<file path="config.mk">
export PLATFORM = sky130hd
export DESIGN_NAME = form_urlencoded_decoder_core
export DESIGN_NICKNAME = d
export VERILOG_FILES = /design/src/rtl/core/fud_pkg.sv /design/src/rtl/core/form_urlencoded_decoder_core.sv
export SDC_FILE = /design/constraint.sdc
export NUM_CORES = 1
export LEC_CHECK = 0
export ABC_AREA = 1
export BUFFER_PORTS_ARGS = -buffer_cell sky130_fd_sc_hd__clkbuf_2
export CAP_MARGIN = 20
export CORE_ASPECT_RATIO = 0.75
export CORE_UTILIZATION = 40
export DETAILED_ROUTE_END_ITERATION = 8
export HOLD_SLACK_MARGIN = 0.03
export SYNTH_ARGS = -nofsm -noshare
export SYNTH_HDL_FRONTEND = slang
export SYNTH_SLANG_ARGS = --single-unit
</file>
<file path="constraint.sdc">
create_clock -name clk -period 5.8 [get_ports clk]
set_input_delay 0.87 -clock clk [delete_from_list [all_inputs] [get_ports clk]]
set_output_delay 0.87 -clock clk [all_outputs]
set_load 0.05 [all_outputs]
</file>
<file path="src/rtl/core/fud_pkg.sv">
`timescale 1ns / 1ps

package fud_pkg;

  localparam logic [1:0] KIND_KEY       = 2'd0;
  localparam logic [1:0] KIND_VALUE     = 2'd1;
  localparam logic [1:0] KIND_PAIR_END  = 2'd2;
  localparam logic [1:0] KIND_EMPTY_END = 2'd3;

  localparam logic [1:0] ESC_NONE = 2'd0;
  localparam logic [1:0] ESC_PCT  = 2'd1;
  localparam logic [1:0] ESC_HEX  = 2'd2;

  localparam logic [7:0] CHAR_PLUS    = 8'h2B;
  localparam logic [7:0] CHAR_PERCENT = 8'h25;
  localparam logic [7:0] CHAR_AMP     = 8'h26;
  localparam logic [7:0] CHAR_EQUALS  = 8'h3D;
  localparam logic [7:0] CHAR_SPACE   = 8'h20;

  localparam int MaxResults = 4;

  typedef struct packed {
    logic [7:0] in_byte;
    logic       end_of_payload;
  } in_beat_t;

  typedef struct packed {
    logic [7:0] out_byte;
    logic [1:0] kind;
    logic       payload_done;
    logic       run_last;
  } out_beat_t;

endpackage

</file>
<file path="src/rtl/core/form_urlencoded_decoder_core.sv">
`timescale 1ns / 1ps

// Streaming form-urlencoded decoder. Each input beat is one payload byte; the
// beat with end_of_payload set closes the payload. The byte is decoded in the
// cycle it is taken and its zero to four results land in a four-entry result
// buffer, the first of them leaving from the next cycle on, one beat per cycle
// while the sink does not stall. The next byte is taken only when the buffer is
// empty or its last result leaves in that cycle: while the sink keeps up, a byte
// that gives at most one result is taken every cycle, and a byte that gives more
// (a flushed bad escape, a pair end at payload end) holds off the next byte
// while the buffer drains; every sink stall holds it off longer.
// Results carry key/value bytes, pair-end marks and an empty-payload-end mark,
// with run_last on the final result of each input byte.
module form_urlencoded_decoder_core (
  input  logic                 clk,
  input  logic                 rst,
  input  logic                 in_valid,
  output logic                 in_stall,
  input  fud_pkg::in_beat_t    in_data,
  output logic                 out_valid,
  input  logic                 out_stall,
  output fud_pkg::out_beat_t   out_data
);

  function automatic logic is_hex(input logic [7:0] c);
    return (c >= 8'h30 && c <= 8'h39) || (c >= 8'h61 && c <= 8'h66) ||
           (c >= 8'h41 && c <= 8'h46);
  endfunction

  function automatic logic [3:0] hex_nib(input logic [7:0] c);
    logic [3:0] r;
    r = '0;
    if (c >= 8'h30 && c <= 8'h39) begin
      r = c[3:0];
    end else if ((c >= 8'h61 && c <= 8'h66) || (c >= 8'h41 && c <= 8'h46)) begin
      r = c[3:0] + 4'd9;
    end
    return r;
  endfunction

  // decoder state
  logic       in_value_part;
  logic [1:0] escape_pending;
  logic [7:0] held_high_char;
  logic       pair_nonempty;

  // result buffer, head at index 0
  fud_pkg::out_beat_t q [fud_pkg::MaxResults];
  logic [2:0]         cnt;

  fud_pkg::out_beat_t res [fud_pkg::MaxResults];
  logic [2:0]         n;
  logic               in_value_part_next;
  logic [1:0]         escape_pending_next;
  logic [7:0]         held_high_char_next;
  logic               pair_nonempty_next;
  logic               go;
  logic               hx;
  logic [7:0]         b;
  logic [1:0]         data_kind;
  logic [1:0]         end_kind;

  logic pop;
  logic accept;

  assign out_valid = (cnt != 3'd0);
  assign out_data  = q[0];
  assign pop       = out_valid && !out_stall;
  assign in_stall  = !((cnt == 3'd0) || ((cnt == 3'd1) && pop));
  assign accept    = in_valid && !in_stall;

  always_comb begin
    for (int i = 0; i < fud_pkg::MaxResults; i++) begin
      res[i] = '0;
    end
    n                   = '0;
    b                   = in_data.in_byte;
    hx                  = is_hex(b);
    go                  = 1'b1;
    data_kind           = in_value_part ? fud_pkg::KIND_VALUE : fud_pkg::KIND_KEY;
    in_value_part_next  = in_value_part;
    escape_pending_next = escape_pending;
    held_high_char_next = held_high_char;
    pair_nonempty_next  = pair_nonempty;

    // escape in progress
    if (escape_pending == fud_pkg::ESC_PCT) begin
      if (hx) begin
        held_high_char_next = b;
        escape_pending_next = fud_pkg::ESC_HEX;
        go                  = 1'b0;
      end else begin
        res[n[1:0]].out_byte = fud_pkg::CHAR_PERCENT;
        res[n[1:0]].kind     = data_kind;
        n                    = n + 3'd1;
        escape_pending_next  = fud_pkg::ESC_NONE;
      end
    end else if (escape_pending == fud_pkg::ESC_HEX) begin
      if (hx) begin
        res[n[1:0]].out_byte = {hex_nib(held_high_char), hex_nib(b)};
        res[n[1:0]].kind     = data_kind;
        n                    = n + 3'd1;
        escape_pending_next  = fud_pkg::ESC_NONE;
        held_high_char_next  = '0;
        go                   = 1'b0;
      end else begin
        res[n[1:0]].out_byte = fud_pkg::CHAR_PERCENT;
        res[n[1:0]].kind     = data_kind;
        n                    = n + 3'd1;
        res[n[1:0]].out_byte = held_high_char;
        res[n[1:0]].kind     = data_kind;
        n                    = n + 3'd1;
        escape_pending_next  = fud_pkg::ESC_NONE;
        held_high_char_next  = '0;
      end
    end

    // plain byte handling
    if (go) begin
      if (b == fud_pkg::CHAR_AMP) begin
        if (pair_nonempty) begin
          res[n[1:0]].kind = fud_pkg::KIND_PAIR_END;
          n                = n + 3'd1;
        end
        in_value_part_next  = 1'b0;
        escape_pending_next = fud_pkg::ESC_NONE;
        held_high_char_next = '0;
        pair_nonempty_next  = 1'b0;
      end else begin
        pair_nonempty_next = 1'b1;
        if (b == fud_pkg::CHAR_EQUALS && !in_value_part) begin
          in_value_part_next = 1'b1;
        end else if (b == fud_pkg::CHAR_PLUS) begin
          res[n[1:0]].out_byte = fud_pkg::CHAR_SPACE;
          res[n[1:0]].kind     = data_kind;
          n                    = n + 3'd1;
        end else if (b == fud_pkg::CHAR_PERCENT) begin
          escape_pending_next = fud_pkg::ESC_PCT;
        end else begin
          res[n[1:0]].out_byte = b;
          res[n[1:0]].kind     = data_kind;
          n                    = n + 3'd1;
        end
      end
    end

    // payload end: flush any open escape, then close
    if (in_data.end_of_payload) begin
      data_kind = in_value_part_next ? fud_pkg::KIND_VALUE : fud_pkg::KIND_KEY;
      end_kind  = pair_nonempty_next ? fud_pkg::KIND_PAIR_END : fud_pkg::KIND_EMPTY_END;
      if (escape_pending_next == fud_pkg::ESC_PCT ||
          escape_pending_next == fud_pkg::ESC_HEX) begin
        res[n[1:0]].out_byte = fud_pkg::CHAR_PERCENT;
        res[n[1:0]].kind     = data_kind;
        n                    = n + 3'd1;
      end
      if (escape_pending_next == fud_pkg::ESC_HEX) begin
        res[n[1:0]].out_byte = held_high_char_next;
        res[n[1:0]].kind     = data_kind;
        n                    = n + 3'd1;
      end
      res[n[1:0]].kind         = end_kind;
      res[n[1:0]].payload_done = 1'b1;
      n                        = n + 3'd1;
      in_value_part_next  = 1'b0;
      escape_pending_next = fud_pkg::ESC_NONE;
      held_high_char_next = '0;
      pair_nonempty_next  = 1'b0;
    end else begin
      end_kind = fud_pkg::KIND_EMPTY_END;
    end

    if (n != 3'd0) begin
      res[2'(n - 3'd1)].run_last = 1'b1;
    end
  end

  always_ff @(posedge clk) begin
    if (rst) begin
      in_value_part  <= 1'b0;
      escape_pending <= fud_pkg::ESC_NONE;
      held_high_char <= '0;
      pair_nonempty  <= 1'b0;
      cnt            <= '0;
    end else if (accept) begin
      in_value_part  <= in_value_part_next;
      escape_pending <= escape_pending_next;
      held_high_char <= held_high_char_next;
      pair_nonempty  <= pair_nonempty_next;
      cnt            <= n;
    end else if (pop) begin
      cnt <= cnt - 3'd1;
    end
  end

  always_ff @(posedge clk) begin
    if (accept) begin
      for (int i = 0; i < fud_pkg::MaxResults; i++) begin
        q[i] <= res[i];
      end
    end else if (pop) begin
      for (int i = 0; i < fud_pkg::MaxResults - 1; i++) begin
        q[i] <= q[i + 1];
      end
    end
  end

  a_cnt_bound: assert property (@(posedge clk) disable iff (rst)
    cnt <= 3'd4)
    else $error("result buffer overfilled");

  a_run_last_tail: assert property (@(posedge clk) disable iff (rst)
    out_valid && out_data.run_last |-> cnt == 3'd1)
    else $error("run_last beat is not the last buffered result");

  a_done_is_last: assert property (@(posedge clk) disable iff (rst)
    out_valid && out_data.payload_done |-> out_data.run_last)
    else $error("payload end not on the last result of its byte");

  a_end_clears: assert property (@(posedge clk) disable iff (rst)
    accept && in_data.end_of_payload |=>
      !in_value_part && escape_pending == fud_pkg::ESC_NONE && !pair_nonempty)
    else $error("state not cleared at payload end");

  a_marker_zero: assert property (@(posedge clk) disable iff (rst)
    out_valid && (out_data.kind == fud_pkg::KIND_PAIR_END ||
                  out_data.kind == fud_pkg::KIND_EMPTY_END) |-> out_data.out_byte == 8'd0)
    else $error("marker beat carries a byte");

endmodule

</file>
### Word level (Yosys, flattened, before mapping)

Memory sizes are Yosys's and may differ from the RTL's.
Cells that the tools add are included.

* bits in registers: 15
* bits in writable memories: 48
* output and inout port bits: 14
* word-level logic and storage cells: 187
* memories: 1

Memories
* q: words 4, bits a word 12, rd ports 4, clocked after memory_dff 0, write ports 4, line form_urlencoded_decoder_core.sv:48 `fud_pkg::out_beat_t q [fud_pkg::MaxResults];`

* add/subtract/negate cells: 8
* eq/ne operators: 9
* reduce and logical (&&, ||, !) cells: 28
* bitwise operators: 8
* multiplexer cells: 106
* order comparisons: 22

Operators by type and width (number)
* $bwmux W48: 12
* $mux W48: 12
* $demux W12 S2: 9
* $mux W12: 6
* $mux W10: 6
* $mux W8: 7
* $mux W3: 14
* $eq A8 B6 Y1 const B: 4
* $ge A8 B7 Y1 const B: 4
* $le A8 B7 Y1 const B: 4
* $mux W4: 8
* $mux W2: 12
* $mux W1: 20
* $ge A8 B6 Y1 const B: 2
* $le A8 B6 Y1 const B: 2
* $ge A3 B3 Y1 const B: 5
* $logic_and A1 B1 Y1: 15
* $lt A3 B1 Y1 const B: 5
* $not A2 Y3: 5
* $add A3 B1 Y3 const B: 4
* $add A4 B4 Y4 const B: 2
* $logic_or A1 B1 Y1: 6
* $reduce_bool A3 Y1: 2
* $eq A2 B1 Y1 const B: 2
* other kinds (8): 13

### Depth between registers and ports, before layout

* depth in word-level cells: 33
* mapped depth: 28
* mapped depth without buffers: 28

### Worst setup path before layout

Ideal clock, no wire load.

* kind: input-to-reg
* start: input in_data[2] (netlist name)
* end: memory q[1][0] (netlist name) (data pin)
* cell stages on the path: 25
* setup time: 253 ps
* arrival time: 3942 ps
* required time: 5547 ps
* slack: 1605 ps
* cells stage by stage: inv_1 > ha_1 > inv_1 > nor2_1 > nand2_1 > nand2_2 > nand2_4 > nand3_2 > nand2_2 > inv_2 > nand2_1 > nand3_2 > inv_1 > ha_1 > o21ai_2 > inv_1 > ha_1 > o21ai_2 > inv_1 > ha_1 > or2_2 > nand2_2 > nor2_1 > nand3_1 > nand2_1

RTL lines
* from (decl): line form_urlencoded_decoder_core.sv:19 `input fud_pkg::in_beat_t in_data,`
* to (decl): line form_urlencoded_decoder_core.sv:48

==> out/qor.csv <==
stage;metric;value;unit
pwr;power.density;400;mW/mm^2
synth;async_flop_share;0;
setup_path;cpMostUsedCell;inv_1;
setup_path;crit_slowest_cell;ha_1;
floorplanning;initial_core_util;0.412;
setup_path;max_stage_delay;0.32;ns
final_layout;layout.nets;664;
placement;dp_cells;756;
timing;slew_viol_final;0;
timing;fin_crit;4.62;ns
floorplanning;std_cell_rows;33;
floorplanning;coreArea;0.0109;sq mm
route;drc;0;
timing;fin_crit_sh;0.797;
cts;cts.sinks;63;
setup_path;path_delay_family;simple AND/OR/NAND/NOR gates;
global_routing;grt_pass1_vias;3888;
pwr;leakagePower;2.23;nW
cts;post_cts_buffers;0;
final_layout;stdcell_count;772;
timing;setup_violations;0;
setup_path;crit_required;5.89;ns
cts;clockBufferDepth;2;
synth;synth_flop_cell;edfxtp_1;
synth;ys_seq_area_frac;0.386;
floorplanning;dieArea;0.0117;sq mm
cts;clk_latency;0.34;ns
final_layout;final_common_cell;nand2_1;
timing;final_hold_viol_count;0;
final_layout;multiInputGateArea;0.00237;sq mm
cts;ctsHoldBuffers;0;
synth;synth-seq-cells;63;
setup_path;arrival;4.72;ns
global_routing;grt_pass1_wl;21800;microns
route;wl;13600;microns
synth;syn_area;0.00451;sq mm
route;vias;4137;
run;drv_cap;0;
setup_path;cp_max_fo;9;
pwr;ir_worst_vdd;0.296;mV
global_routing;antenna_found_initial;0;
placement;hpwl;10600;microns
final_layout;seqCellArea;0.00174;sq mm
final_layout;nFillCells;1102;
final_layout;antennaDiodeCount;0;
route;ant_nets;0;
timing;finClkSkew;0.00606;ns
setup_path;worst_setup_path_end_kind;flip-flop;
final_layout;final_cell_mix;146 x nand2_1, 75 x inv_1, 65 x nor2_1;
cts;cts_buffers;9;
route;wire_per_inst;17.7;microns
final_layout;area_growth;12.7;%
cts;cts_tree;done;
timing;grt_setup_unrepaired;no;
synth;syn_inst;601;
setup_path;critPathLaunchType;primary input;
cts;ctsResizeCount;0;
final_layout;drive_gt1_frac;0.157;
setup_path;worst-path-buf-inv;7;
global_routing;grt_overflow;0;
hold_path;hp-class;flip-flop to flip-flop;
cts;clockRootBuffer;clkbuf_16;
placement;place_congestion;0.942;
synth;synth_fp_nets;638;
synth;synth_cell_types;44;
floorplanning;dieWidth;125;microns
floorplanning;die-height;94.0;microns
cts;cts.htree.levels;3;
timing;fin_tns_setup;0;ns
route;drtIter0Drc;400;
setup_path;criticalPathCategory;primary input to flip-flop;
synth;syn_area_per_cell;7.51;sq um
timing;worstMarginPinSlew;0.858;ns
route;firstDrtPassIters;5;
synth;ys_warn_count;0;
placement;numPortBuffers;26;
floorplanning;pin_count;27;
synth;synth-edff-count;48;
global_routing;track_usage;0.245;
timing;fmax;0.216;GHz
global_routing;grt_max_degree;39;
cts;clkSlewWorstSetupHoldPaths;0.05;ns
timing;slew_headroom;0.422;
route;via_per_inst;5.36;
status;status;complete, no violations;
## metrics by stage
| stage | cell area (sq um) | hold slack, ns | util | total power [mW] | worst slack [ns] |
|---|---|---|---|---|---|
| after floorplan | 4510 | 0.439 | - | 1.28 | 1.60 |
| final | 5090 | 0.464 | 0.465 | 2.04 | 1.18 |
| after detailed placement | 4770 | 0.455 | 0.436 | 1.46 | 0.906 |
| after CTS | 5090 | 0.464 | 0.465 | 2.05 | 1.24 |
| after global routing | 5090 | 0.488 | 0.465 | 2.14 | 0.865 |
| after global placement | 4770 | 0.456 | 0.436 | 1.45 | 0.989 |
## cell usage after synthesis, types with 2 or more instances
master    instances  area, sq um
o21ai_1           8         40.0
buf_6             2         22.5
inv_1            75          282
inv_2            11         41.3
nor2_2            6         37.5
nand3_2           5         50.1
nor2_1           65          244
edfxtp_1         48         1440
nor3_1            4         20.0
o21ai_0          33          165
o31ai_1           4         30.0
nand3_1          27          135
o221ai_1          3         26.3
nand2_4           5         56.3
o22ai_1           8         50.1
a211oi_2          3         37.5
xor2_1            3         26.3
ha_1             24          300
nand2_2          15         93.8
nor2_4            2         22.5
a31oi_1           6         37.5
o211ai_1          6         45.0
buf_2             3         15.0
o21ai_2           2         17.5
o31ai_2           2         25.0
clkbuf_1          8         30.0
a21oi_1          46          230
dfxtp_1          15          300
nand2_1         146          548
nand4_1           2         12.5
## layer usage
| metal | global-route usage | wire, microns | vias up |
|---|---|---|---|
| li1 | - | - | 2044 |
| met1 | 0.365 | 7100 | 1942 |
| met2 | 0.343 | 5340 | 134 |
| met3 | 0.0649 | 1010 | 17 |
| met4 | 0.0673 | 198 | 0 |
| met5 | 0 | 0 | - |
## layout make-up
class | instances | share of cell area
Clock inverter | 7 | 0.0189
Sequential cell | 63 | 0.342
Multi-Input combinational cell | 437 | 0.466
Inverter | 87 | 0.0642
Timing Repair Buffer | 29 | 0.0300
Tap cell | 140 | 0.0344
Clock buffer | 9 | 0.0443
## report_power, final
group	internal [mW]	switching, mW	leakage [nW]
clock	0.377	0.214	0.150
combinational	0.146	0.527	1.48
sequential	0.725	0.0464	0.601
## flip-flops by register name, summed over array words and instances, names as in the netlist
signal          count
q                  48
cnt                 3
held_high_char      8
in_value_part       1
pair_nonempty       1
escape_pending      2
## path summary, 6_finish.rpt
path,from,endpoint,slack (ns),cells past startpoint
worst max-delay path,in_data[2],q[2][0]$_DFFE_PP_,1.18,26
worst min-delay path,pair_nonempty$_SDFFE_PP0P_,pair_nonempty$_SDFFE_PP0P_,0.46,2
worst max register to register,escape_pending[0]$_SDFFE_PP0P_,q[2][0]$_DFFE_PP_,1.75,21
worst min register to register,pair_nonempty$_SDFFE_PP0P_,pair_nonempty$_SDFFE_PP0P_,0.46,2
## kinds of logic (layout without fill, tap and decap cells)
| logic type | Yosys count | count (layout) | synth area share |
|---|---|---|---|
| simple gates | 281 | 281 | 0.280 |
| compound gates | 128 | 128 | 0.171 |
| buf+inv | 101 | 132 | 0.0890 |
| flops | 63 | 63 | 0.386 |
| fa+ha+maj | 24 | 24 | 0.0665 |
| xor+xnor | 4 | 4 | 0.00776 |
## worst reg2reg max path, stage by stage, from the launching register on
cell     delay, ns
dfxtp_1       0.36
inv_1         0.09
nor2_2        0.36
nor2_1        0.16
inv_1         0.14
nand2_1       0.16
o21ai_0       0.11
inv_1         0.08
nand3_2       0.11
inv_1         0.07
ha_1          0.31
o21ai_2       0.23
inv_1         0.12
ha_1          0.32
o21ai_2       0.18
inv_1         0.10
ha_1          0.30
or2_2         0.30
nand2_2       0.12
nor2_1        0.07
nand2_1       0.09
nand2_1       0.05
Note: power is estimated with default switching activity, not from simulation.
